**src/hdl/rtfx_pkg.sv**
```systemverilog
// Shared types, constants and helper functions for the radiotap field extractor.
package rtfx_pkg;

	// Number of present bits walked, and the index that marks the walk as finished.
	localparam int unsigned FIELD_COUNT = 7;
	localparam logic [2:0] FIELD_NONE = 3'd7;

	// Field indexes that need special handling during the walk.
	localparam logic [2:0] FIELD_TSFT    = 3'd0;
	localparam logic [2:0] FIELD_CHANNEL = 3'd3;
	localparam logic [2:0] FIELD_FHSS    = 3'd4;
	localparam logic [2:0] FIELD_SIGNAL  = 3'd5;
	localparam logic [2:0] FIELD_NOISE   = 3'd6;

	// Bit positions inside the captured flags.
	localparam int unsigned CAP_SIGNAL  = 0;
	localparam int unsigned CAP_CHANNEL = 1;
	localparam int unsigned CAP_NOISE   = 2;

	// Fixed header layout.
	localparam logic [15:0] POS_MAX        = 16'hFFFF;
	localparam logic [15:0] HEADER_BYTES   = 16'd8;
	localparam logic [2:0]  POS_LEN_LO     = 3'd2;
	localparam logic [2:0]  POS_LEN_HI     = 3'd3;
	localparam logic [2:0]  POS_PRESENT_LO = 3'd4;
	localparam logic [2:0]  POS_PRESENT_HI = 3'd7;

	// Parser state carried from one byte to the next.
	typedef struct packed {
		logic [15:0] byte_position;
		logic [15:0] length_word;
		logic [6:0]  present_bits;
		logic        extension_pending;
		logic [2:0]  field_index;
		logic [15:0] next_field_start;
		logic [7:0]  signal_value;
		logic [15:0] freq_value;
		logic [7:0]  noise_value;
		logic [2:0]  captured_flags;
		logic        fields_done;
	} rtfx_state_t;

	// Lowest present field at or above the given index, or FIELD_NONE if there is none.
	function automatic logic [2:0] next_present(input logic [6:0] bits, input logic [3:0] from);
		logic [2:0] idx;
		logic       found;
		idx = FIELD_NONE;
		found = 1'b0;
		for (int i = 0; i < FIELD_COUNT; i++) begin
			if (!found && bits[i] && (4'(i) >= from)) begin
				idx = 3'(i);
				found = 1'b1;
			end
		end
		return idx;
	endfunction

	// Start of a field once the walk position is rounded up to its alignment.
	function automatic logic [16:0] field_start(input logic [15:0] pos, input logic [2:0] idx);
		logic [16:0] wide;
		wide = {1'b0, pos};
		case (idx)
			FIELD_TSFT:                return (wide + 17'd7) & ~17'd7;
			FIELD_CHANNEL, FIELD_FHSS: return (wide + 17'd1) & ~17'd1;
			default:                   return wide;
		endcase
	endfunction

	// Size of a field in bytes, minus one.
	function automatic logic [2:0] field_last(input logic [2:0] idx);
		case (idx)
			FIELD_TSFT:    return 3'd7;
			FIELD_CHANNEL: return 3'd3;
			FIELD_FHSS:    return 3'd1;
			default:       return 3'd0;
		endcase
	endfunction

endpackage

```
**src/hdl/rtfx_step.sv**
```systemverilog
// Next-state logic of the parser for one packet byte.
module rtfx_step (
	input  rtfx_pkg::rtfx_state_t cur,
	input  logic [7:0]            data_byte,
	output rtfx_pkg::rtfx_state_t nxt
);

	logic [15:0] pos;
	logic [16:0] start;
	logic [16:0] rel;
	logic [2:0]  first_idx;
	logic [2:0]  follow_idx;

	assign pos = cur.byte_position;
	assign start = rtfx_pkg::field_start(cur.next_field_start, cur.field_index);
	assign rel = {1'b0, pos} - start;
	assign first_idx = rtfx_pkg::next_present(cur.present_bits, 4'd0);
	assign follow_idx = rtfx_pkg::next_present(cur.present_bits, {1'b0, cur.field_index} + 4'd1);

	// Header bytes, extension words and the field walk, one byte at a time.
	always_comb begin
		nxt = cur;
		if (pos != rtfx_pkg::POS_MAX) begin
			if (pos < rtfx_pkg::HEADER_BYTES) begin
				case (pos[2:0])
					rtfx_pkg::POS_LEN_LO: nxt.length_word[7:0] = data_byte;
					rtfx_pkg::POS_LEN_HI: nxt.length_word[15:8] = data_byte;
					rtfx_pkg::POS_PRESENT_LO: nxt.present_bits = data_byte[6:0];
					rtfx_pkg::POS_PRESENT_HI: begin
						if (data_byte[7]) begin
							nxt.extension_pending = 1'b1;
						end else begin
							nxt.field_index = first_idx;
							nxt.next_field_start = rtfx_pkg::HEADER_BYTES;
							nxt.fields_done = (first_idx == rtfx_pkg::FIELD_NONE);
						end
					end
					default: ;
				endcase
			end else if (cur.extension_pending) begin
				// The last byte of each extension word says whether another follows.
				if (pos[1:0] == 2'b11 && !data_byte[7]) begin
					nxt.extension_pending = 1'b0;
					nxt.field_index = first_idx;
					nxt.next_field_start = pos + 16'd1;
					nxt.fields_done = (first_idx == rtfx_pkg::FIELD_NONE);
				end
			end else if (!cur.fields_done && cur.field_index != rtfx_pkg::FIELD_NONE) begin
				if ({1'b0, pos} >= start) begin
					// Capture the bytes that are reported.
					if (rel == 17'd0) begin
						case (cur.field_index)
							rtfx_pkg::FIELD_SIGNAL: begin
								nxt.signal_value = data_byte;
								nxt.captured_flags[rtfx_pkg::CAP_SIGNAL] = 1'b1;
							end
							rtfx_pkg::FIELD_CHANNEL: nxt.freq_value[7:0] = data_byte;
							rtfx_pkg::FIELD_NOISE: begin
								nxt.noise_value = data_byte;
								nxt.captured_flags[rtfx_pkg::CAP_NOISE] = 1'b1;
							end
							default: ;
						endcase
					end else if (rel == 17'd1 && cur.field_index == rtfx_pkg::FIELD_CHANNEL) begin
						nxt.freq_value[15:8] = data_byte;
						nxt.captured_flags[rtfx_pkg::CAP_CHANNEL] = 1'b1;
					end
					// Move on to the next present field after the last byte of this one.
					if (rel >= {14'd0, rtfx_pkg::field_last(cur.field_index)}) begin
						nxt.next_field_start = pos + 16'd1;
						nxt.field_index = follow_idx;
						nxt.fields_done = (follow_idx == rtfx_pkg::FIELD_NONE);
					end
				end
			end
			nxt.byte_position = pos + 16'd1;
		end
	end

endmodule

```
**src/hdl/radiotap_field_extractor.sv**
```systemverilog
// Top level of the radiotap field extractor: parser state, handshakes and result register.
//
// The block takes one packet byte per cycle, header first, and parses the radiotap
// header on the fly: length, present word, skipped extension present words and the
// fields of present bits 0 to 6, capturing antenna signal, channel frequency and
// noise. Each byte is handled in the cycle it is accepted; the parser state
// registers update at that edge, and the byte marked last loads the result register
// and clears the parser for the next packet, so bytes of the next packet may follow
// in the very next cycle. Throughput is one byte per cycle. The input stalls only
// while a packet's result is still held in the result register and not taken.
module radiotap_field_extractor (
	input  logic               clk,
	input  logic               arst_n,
	input  logic               in_valid,
	output logic               in_ready,
	input  logic [7:0]         data_byte,
	input  logic               last_byte,
	output logic               out_valid,
	input  logic               out_ready,
	output logic [15:0]        header_length,
	output logic signed [7:0]  signal_dbm,
	output logic [15:0]        freq_mhz,
	output logic signed [7:0]  noise_level,
	output logic               signal_present,
	output logic               channel_present,
	output logic               noise_present,
	output logic               header_ok,
	output logic               usable
);

	rtfx_pkg::rtfx_state_t state_q;
	rtfx_pkg::rtfx_state_t state_next;
	logic                  in_fire;
	logic                  sig;
	logic                  chan;
	logic                  noi;

	rtfx_step u_step (
		.cur       (state_q),
		.data_byte (data_byte),
		.nxt       (state_next)
	);

	// A new byte is taken unless a finished result is still waiting.
	assign in_ready = !out_valid || out_ready;
	assign in_fire = in_valid && in_ready;

	assign sig  = state_next.captured_flags[rtfx_pkg::CAP_SIGNAL];
	assign chan = state_next.captured_flags[rtfx_pkg::CAP_CHANNEL];
	assign noi  = state_next.captured_flags[rtfx_pkg::CAP_NOISE];

	// Parser state: advance on each byte, clear after the last byte of a packet.
	always_ff @(posedge clk or negedge arst_n) begin
		if (!arst_n) begin
			state_q <= '0;
		end else if (in_fire) begin
			if (last_byte) begin
				state_q <= '0;
			end else begin
				state_q <= state_next;
			end
		end
	end

	// Result valid flag.
	always_ff @(posedge clk or negedge arst_n) begin
		if (!arst_n) begin
			out_valid <= 1'b0;
		end else if (in_fire && last_byte) begin
			out_valid <= 1'b1;
		end else if (out_ready) begin
			out_valid <= 1'b0;
		end
	end

	// Result payload, loaded from the state after the last byte is applied.
	always_ff @(posedge clk) begin
		if (in_fire && last_byte) begin
			header_length   <= state_next.length_word;
			signal_dbm      <= sig ? state_next.signal_value : 8'sd0;
			freq_mhz        <= chan ? state_next.freq_value : 16'd0;
			noise_level     <= noi ? state_next.noise_value : 8'sd0;
			signal_present  <= sig;
			channel_present <= chan;
			noise_present   <= noi;
			header_ok       <= state_next.fields_done;
			usable          <= state_next.fields_done && sig && (state_next.signal_value != 8'd0);
		end
	end

endmodule

```
**config.mk**
```make
export PLATFORM = sky130hd
export DESIGN_NAME = radiotap_field_extractor
export DESIGN_NICKNAME = d
export VERILOG_FILES = /design/src/hdl/rtfx_pkg.sv /design/src/hdl/rtfx_step.sv /design/src/hdl/radiotap_field_extractor.sv
export SDC_FILE = /design/constraint.sdc
export NUM_CORES = 1
export LEC_CHECK = 0
export BUFFER_PORTS_ARGS = -buffer_cell sky130_fd_sc_hd__buf_2
export CELL_PAD_IN_SITES_DETAIL_PLACEMENT = 0
export CELL_PAD_IN_SITES_GLOBAL_PLACEMENT = 1
export CORE_MARGIN = 8
export CORE_UTILIZATION = 43
export DETAILED_ROUTE_END_ITERATION = 12
export PLACE_DENSITY_LB_ADDON = 0.1
export SETUP_SLACK_MARGIN = 0.05
export SLEW_MARGIN = 20
export SYNTH_ARGS = -nofsm -noshare
export SYNTH_HDL_FRONTEND = slang
export SYNTH_SLANG_ARGS = --single-unit
export TNS_END_PERCENT = 50
```
**constraint.sdc**
```tcl
create_clock -name clk -period 4.1 [get_ports clk]
set_input_delay 0.82 -clock clk [delete_from_list [all_inputs] [get_ports clk]]
set_output_delay 0.82 -clock clk [all_outputs]
set_load 0.05 [all_outputs]
```
* Word-level counts from Yosys, hierarchy flattened
Cells that the tools add are included.
** Storage, ports and cells
- Bits in latches :: 0
- Memory bits (writable) :: 0
- Memories :: 0
- ROM bits :: 0
- Bits in registers :: 149
- Output and inout port bits :: 55
- Bits of input ports :: 13
- Word-level logic and storage cells :: 181
** Cells by class
- $mul :: 0
- Bitwise operators :: 0
- Order comparisons :: 10
- Div/mod/pow operators :: 0
- Multiplexer cells :: 70
- Reductions and logical operators :: 57
- Shift-type cells :: 0
- Add/sub/neg operators :: 5
- Equal/unequal tests :: 18
** Operator list (count)
- 2-to-1 mux 95 bit :: 2
- 2-to-1 mux 55 bit :: 2
- 2-to-1 mux 35 bit :: 2
- 2-to-1 mux 20 bit :: 3
- 2-to-1 mux 19 bit :: 3
- 2-to-1 mux 3 bit :: 19
- 2-to-1 mux 8 bit :: 7
- one-hot mux 17 bit (2 select lines) :: 1
- logical AND 1 bit :: 26
- 2-to-1 mux 1 bit :: 26
- 2-to-1 mux 23 bit :: 1
- equality test 3 bit, second input constant :: 7
- adder 16 x 1 -> 17 bit, second input constant :: 1
- adder 16 x 3 -> 17 bit, second input constant :: 1
- equality test 17 x 1 -> 1 bit, second input constant :: 1
- greater-or-equal comparator 16 x 17 -> 1 bit :: 1
- greater-or-equal comparator 17 x 3 -> 1 bit :: 1
- logical NOT 17 bit :: 1
- 2-to-1 mux 17 bit :: 1
- subtractor 16 x 17 -> 17 bit :: 1
- adder 16 x 1 -> 16 bit, second input constant :: 1
- < comparator 16 x 4 -> 1 bit, second input constant :: 1
- inequality test 16 bit, second input constant :: 1
- logical NOT 1 bit :: 15
- other kinds (20) :: 35

* Depth between registers and ports, before layout
- Word-level depth :: 37
- Depth in mapped cells :: 24
- Depth with buffers taken out :: 20

* By module
Synthesis repeated with hierarchy kept, for this count alone.
** Unflattened totals
- Cells, all modules :: 942
- Area total of the unflattened synthesis :: 10009.6 um^2
** Modules (own cells, without submodules)
- radiotap_field_extractor :: area an instance 6237.2 um^2, cells an instance 401, times used 1, sequential area each 3993.8 um^2
- rtfx_step :: area an instance 3772.4 um^2, cells an instance 541, times used 1, sequential area each 0.0 um^2

* Worst setup path before layout
No wires, ideal clock.
- Path kind :: register -> register
- Start :: register state_q[53] (netlist name)
- End :: register freq_mhz[6] (data pin)
- Clock period less this slack :: 4.469 ns
- Slack :: -0.369 ns
- Setup time :: 0.270 ns
- Required time :: 3.830 ns
- Stages on the path, launching flop included :: 24
- Path buffers :: 3
- Arrival :: 4.198 ns
- Cell sequence :: dfrtp_1 inv_1 ha_1 clkbuf_1 nand2b_1 a21oi_1 o21ai_0 o21ai_0 o21ai_0 inv_1 nand2_1 o21ai_0 ha_1 buf_2 a21oi_1 nand2_1 a21oi_1 a21oi_2 nor3_2 o311ai_4 nor4_4 buf_6 mux2i_1 nor2_1
** On the way
- Cells in the longest elaborated chain, start to end :: 13
- Elaborated cells on any way between the ends :: 21
- Those cells by class :: add/sub: 1; order compare: 1; eq/ne: 4; mux: 10; reduce/logical: 5
** Ends and longest elaborated chain
- start: declaration :: RTL line radiotap_field_extractor.sv:31 : rtfx_pkg::rtfx_state_t state_q;
- start signal: assignment :: RTL line radiotap_field_extractor.sv:60 : state_q <= state_next;
- equality test 3 bit / equality test 3 x 2 -> 1 bit (equally long branches) :: RTL line rtfx_pkg.sv:62, rtfx_step.sv:52, rtfx_step.sv:64
- OR reduction 2 bit :: RTL line rtfx_pkg.sv:62 : case (idx)
- one-hot mux 17 bit (2 select lines) :: RTL line rtfx_pkg.sv:62
- subtractor 16 x 17 -> 17 bit :: RTL line rtfx_step.sv:16 : assign rel = {1'b0, pos} - start;
- equality test 17 x 1 -> 1 bit :: RTL line rtfx_step.sv:64 : end else if (rel == 17'd1 && cur.field_index == rtfx_pkg::FIELD_CHANNEL) begin
- logical AND 1 bit :: RTL line rtfx_step.sv:64
- 2-to-1 mux 1 bit :: RTL line rtfx_step.sv:64
- 2-to-1 mux 1 bit :: RTL line rtfx_step.sv:51 : if (rel == 17'd0) begin
- 2-to-1 mux 55 bit :: RTL line rtfx_step.sv:49 : if ({1'b0, pos} >= start) begin
- 2-to-1 mux 55 bit * :: RTL line rtfx_step.sv:48 : end else if (!cur.fields_done && cur.field_index != rtfx_pkg::FIELD_NONE) begin
- 2-to-1 mux 35 bit * :: RTL line rtfx_step.sv:40 : end else if (cur.extension_pending) begin
- 2-to-1 mux 35 bit * :: RTL line rtfx_step.sv:24 : if (pos < rtfx_pkg::HEADER_BYTES) begin
- 2-to-1 mux 95 bit * :: RTL line rtfx_step.sv:23 : if (pos != rtfx_pkg::POS_MAX) begin
- end signal: assignment :: RTL line radiotap_field_extractor.sv:81 : freq_mhz <= chan ? state_next.freq_value : 16'd0;
- end: declaration :: RTL line radiotap_field_extractor.sv:22 : output logic [15:0] freq_mhz,
Every way passes the cells marked *; elsewhere a longest branch is shown, timed or not. The select of a mux whose other input is x is not followed.
A chain may end at the register's enable or synchronous reset.

* Worst setup path after layout
- Start :: register state_q[52] (netlist name)
- End :: register freq_mhz[5] (data pin)
The elaborated chain is that of the path after synthesis.

==> summary.txt <==
Routing
  • Vias: 7902
  • Post-route ant nets: 0
  • Via density: 5.53
  • Final WL: 28000 um
  • Wire per inst: 19.6 um
  • DRC violations left: 0
  • DRT Pass-1 Iters: 5
  • Initial drt markers: 610

Placed design
  • Gpl congestion: 0.858
  • PortBufs: 67
  • Worst slack, placed: -0.298 ns
  • Hpwl dp: 18900 um
  • Dpl cell area: 10500 sq um

Critical path
  • Worst-path cell with the longest stage delay: dfrtp_2
  • Cells along the critical path: inv_2 -> ha_4 -> buf_6 -> nand4_1 -> nand2_2 -> nand4_1 -> buf_4 -> o31a_1 -> ha_4 -> nand4_1 -> a21oi_2 -> o21ai_2 -> o2bb2ai_4 -> nor4b_4 -> nand4_4 -> nor4_4 -> buf_4 -> clkbuf_16 -> mux2i_1 -> nor2_1
  • CP peak stage delay: 0.45 ns
  • CP Class: reg -> reg
  • CP required: 4.26 ns
  • Critical Path Sink Type: flip-flop
  • Critical path peak fanout: 7
  • CP Data Arrival Time: 4.48 ns
  • Most used cell, CP: nand4_1
  • Crit start category: flip-flop

Clock network
  • TritonCTS clock tree: yes
  • Clock Path Buffers: 2
  • Clk_lat worst skew: 0.43 ns
  • Hold-fix buffers, CTS: 0
  • Number of H-tree levels: 4
  • Clock root cell: clkbuf_16
  • Num CTS Buffers: 17
  • CTS clk-pin slew, worst paths: 0.07 ns
  • Sink Count: 149

STA
  • Final Hold Slack: 0.464 ns
  • Fin worst setup slack: -0.213 ns
  • Unrepaired setup endpoints after global routing: yes
  • Slew @ Worst Pin: 0.945 ns
  • Worst slew margin: 36.4%
  • Max Clock Skew: 0.00851 ns
  • Tmin final: 4.31 ns
  • Final period util: 105%
  • FMAX: 232 MHz
  • Final hold violations: 0
  • Final Slew Violations: 0
  • Setup Viol. Count Final: 85

Cells and area
  • Area growth syn-to-layout: 32.6%
  • Post-route cell area: 12100 sq um
  • Share of layout cells above drive strength 1: 34.2%
  • Fillcell total: 1868
  • Nets: 1187
  • Final Util: 57.9%
  • Diode count: 0

Yosys
  • Synth Flop Type: dfrtp_1
  • Post-synthesis cell type with the largest combined area: dfrtp_1
  • Post-synth EDFFs: 53
  • Synth cell types: 82
  • Synth Net Count: 1014
  • Netlist Area Pre-Place: 9150 sq um
  • Most instantiated cells after synthesis: 148 x nand2_1, 96 x dfrtp_1, 93 x nor2_1, 71 x o21ai_0, 53 x edfxtp_1
  • Synth Register Bits: 149
  • Synth Instances: 968
  • Synth area leaders: dfrtp_1 26%, edfxtp_1 17%, nand2_1 6.1%
  • Share of the synthesized area in the top cell type: 26.3%
  • Async set-or-reset flop fraction in the synthesized netlist: 64.4%
  • Count leader, synth: nand2_1
  • Register area share after synthesis: 43.7%
  • Post-Syn Area per Cell: 9.45 sq um
  • YS warnings: 0

Power and ir drop
  • Power per cell area: 429 nW/um^2
  • Pleak: 5.28 nW
  • Comb pwr share: 34.6%
  • Switching power: 0.00177 W
  • Worst vdd rail ir drop: 0.000292 V
  • P_int: 0.00343 W
  • Final total power: 0.00521 W
  • Switch share: 34.1%
  • Clk pwr share: 32.5%
  • Flop pwr share: 32.9%

GRT
  • All-Layer GR Usage: 21.4%
  • Largest net degree at the start of global routing: 57
  • Antenna violations before repair: 0
  • Vias in the first global route: 7842
  • First-pass GRT wire length: 44400 um
  • Grt ovf: 0

Floorplanning
  • Die Wd: 162 um
  • DIE AREA: 26200 sq um
  • Core area: 21000 sq um
  • Die height: 162 um
  • Std cell rows: 53
  • # IOs: 68
  • Initial Util: 43.6%

Min path
  • Hold Path Class: in -> async

Outcome
  • Violated checks: setup timing
  • Outcome: finished, violations left

Flow run
  • Max cap viols: 0
## final cells by class
class	count	area [sq um]	share of cell area (%)
tap	275	344	2.84
sequential	149	4000	32.9
inverter	28	109	0.897
clock inverter	15	210	1.73
timing repair buffer	210	1720	14.2
clock buffer	17	425	3.51
multi-input combinational	735	5330	43.9
## stage by stage
stage,TNS (ns),cells
after CTS,-4.95,1419
final,-10.88,1429
after global routing,-25.76,1429
after floorplan,-1.03,968
after detailed placement,-17.63,1358
after global placement,-15.21,1358
## flip-flops by register name, summed over array words and instances, names as in the netlist
| signal | count |
|---|---|
| channel_present | 1 |
| freq_mhz | 16 |
| header_length | 16 |
| header_ok | 1 |
| noise_level | 8 |
| noise_present | 1 |
| out_valid | 1 |
| signal_dbm | 8 |
| signal_present | 1 |
| state_q | 95 |
| usable | 1 |
## layout by cell type, fill, tap and decap left out, types with 7 or more instances in the layout
master	synthesis	routed
nand2_1	148	142
a21oi_2	3	8
a22o_1	18	18
buf_4	1	114
mux2i_1	17	17
buf_12	0	11
inv_1	28	23
dfrtp_1	96	95
and3_1	14	10
buf_6	5	13
nor2_1	93	85
xnor2_1	15	14
a2bb2oi_2	0	8
nand2b_1	33	32
buf_2	15	66
mux2_2	26	18
nor3_1	9	9
nor4_1	11	8
mux2_4	9	17
clkbuf_16	0	18
o21ai_2	1	8
ha_1	32	24
ha_4	0	7
nor2b_1	15	12
edfxtp_1	53	53
nand3_1	27	24
nand4_1	7	7
a21oi_1	40	32
a2bb2oi_1	16	8
o21ai_1	25	29
o2bb2ai_1	8	8
o21ai_0	71	57
## repair_timing
action	4_1_cts	5_1_grt
endpoints found under the hold margin	0	0
pin swaps	36	25
gates cloned	5	1
endpoints found under the setup margin	91	92
setup buffers	24	10
gates resized for setup	76	56
## worst paths after layout
kind / start / endpoint / slack, ns / depth (start not counted)
min: arst_n / state_q[53]$_DFFE_PN0P_ / 0.46 / 1
min reg2reg: state_q[14]$_DFFE_PN0P_ / state_q[14]$_DFFE_PN0P_ / 0.49 / 2
max reg2reg: state_q[52]$_DFFE_PN0P_ / freq_mhz[5]$_SDFFCE_PN0P_ / -0.21 / 20
max in group asynchronous: arst_n / state_q[75]$_DFFE_PN0P_ / 2.81 / 2
max: state_q[52]$_DFFE_PN0P_ / freq_mhz[5]$_SDFFCE_PN0P_ / -0.21 / 20
min in group clk: state_q[14]$_DFFE_PN0P_ / state_q[14]$_DFFE_PN0P_ / 0.49 / 2
## critical path: cells and delay by family (launching register included)
family	cells	cell delay, ns
AOI/OAI and AO/OA	4	0.65
adders and majority gates	2	0.51
buffers and inverters	5	0.77
DFF	1	0.45
muxes	1	0.18
and+or+nand+nor	8	1.48
## power by group through the flow
stage	combinational [W]	clock [W]	sequential, W
2_1_floorplan	0.000915	0	0.00180
6_report	0.00180	0.00169	0.00171
3_5_place_dp	0.00149	0	0.00173
4_1_cts	0.00171	0.00171	0.00171
5_1_grt	0.00195	0.00178	0.00172
3_3_place_gp	0.00149	0	0.00173
## kinds of logic (layout without fill, tap and decap cells)
family	count (synthesis)	count (layout)	synth area share [%]
DFF	149	149	43.7
adders and majority gates	33	33	4.60
and+or+nand+nor	388	388	21.0
xor gates and xnor gates	22	22	2.19
AOI/OAI and AO/OA	240	240	17.7
muxes	52	52	6.54
buffers and inverters	84	270	4.36
## layer usage
metal  global-route usage, %  vias to the layer above  wire (um)
li1                        -                     3815          -
met2                    32.6                      157      12700
met4                    5.05                        0        347
met3                    3.85                       26       1170
met5                       0                        -          0
met1                    30.8                     3904      13800
Power figures use the tool's default switching activity.
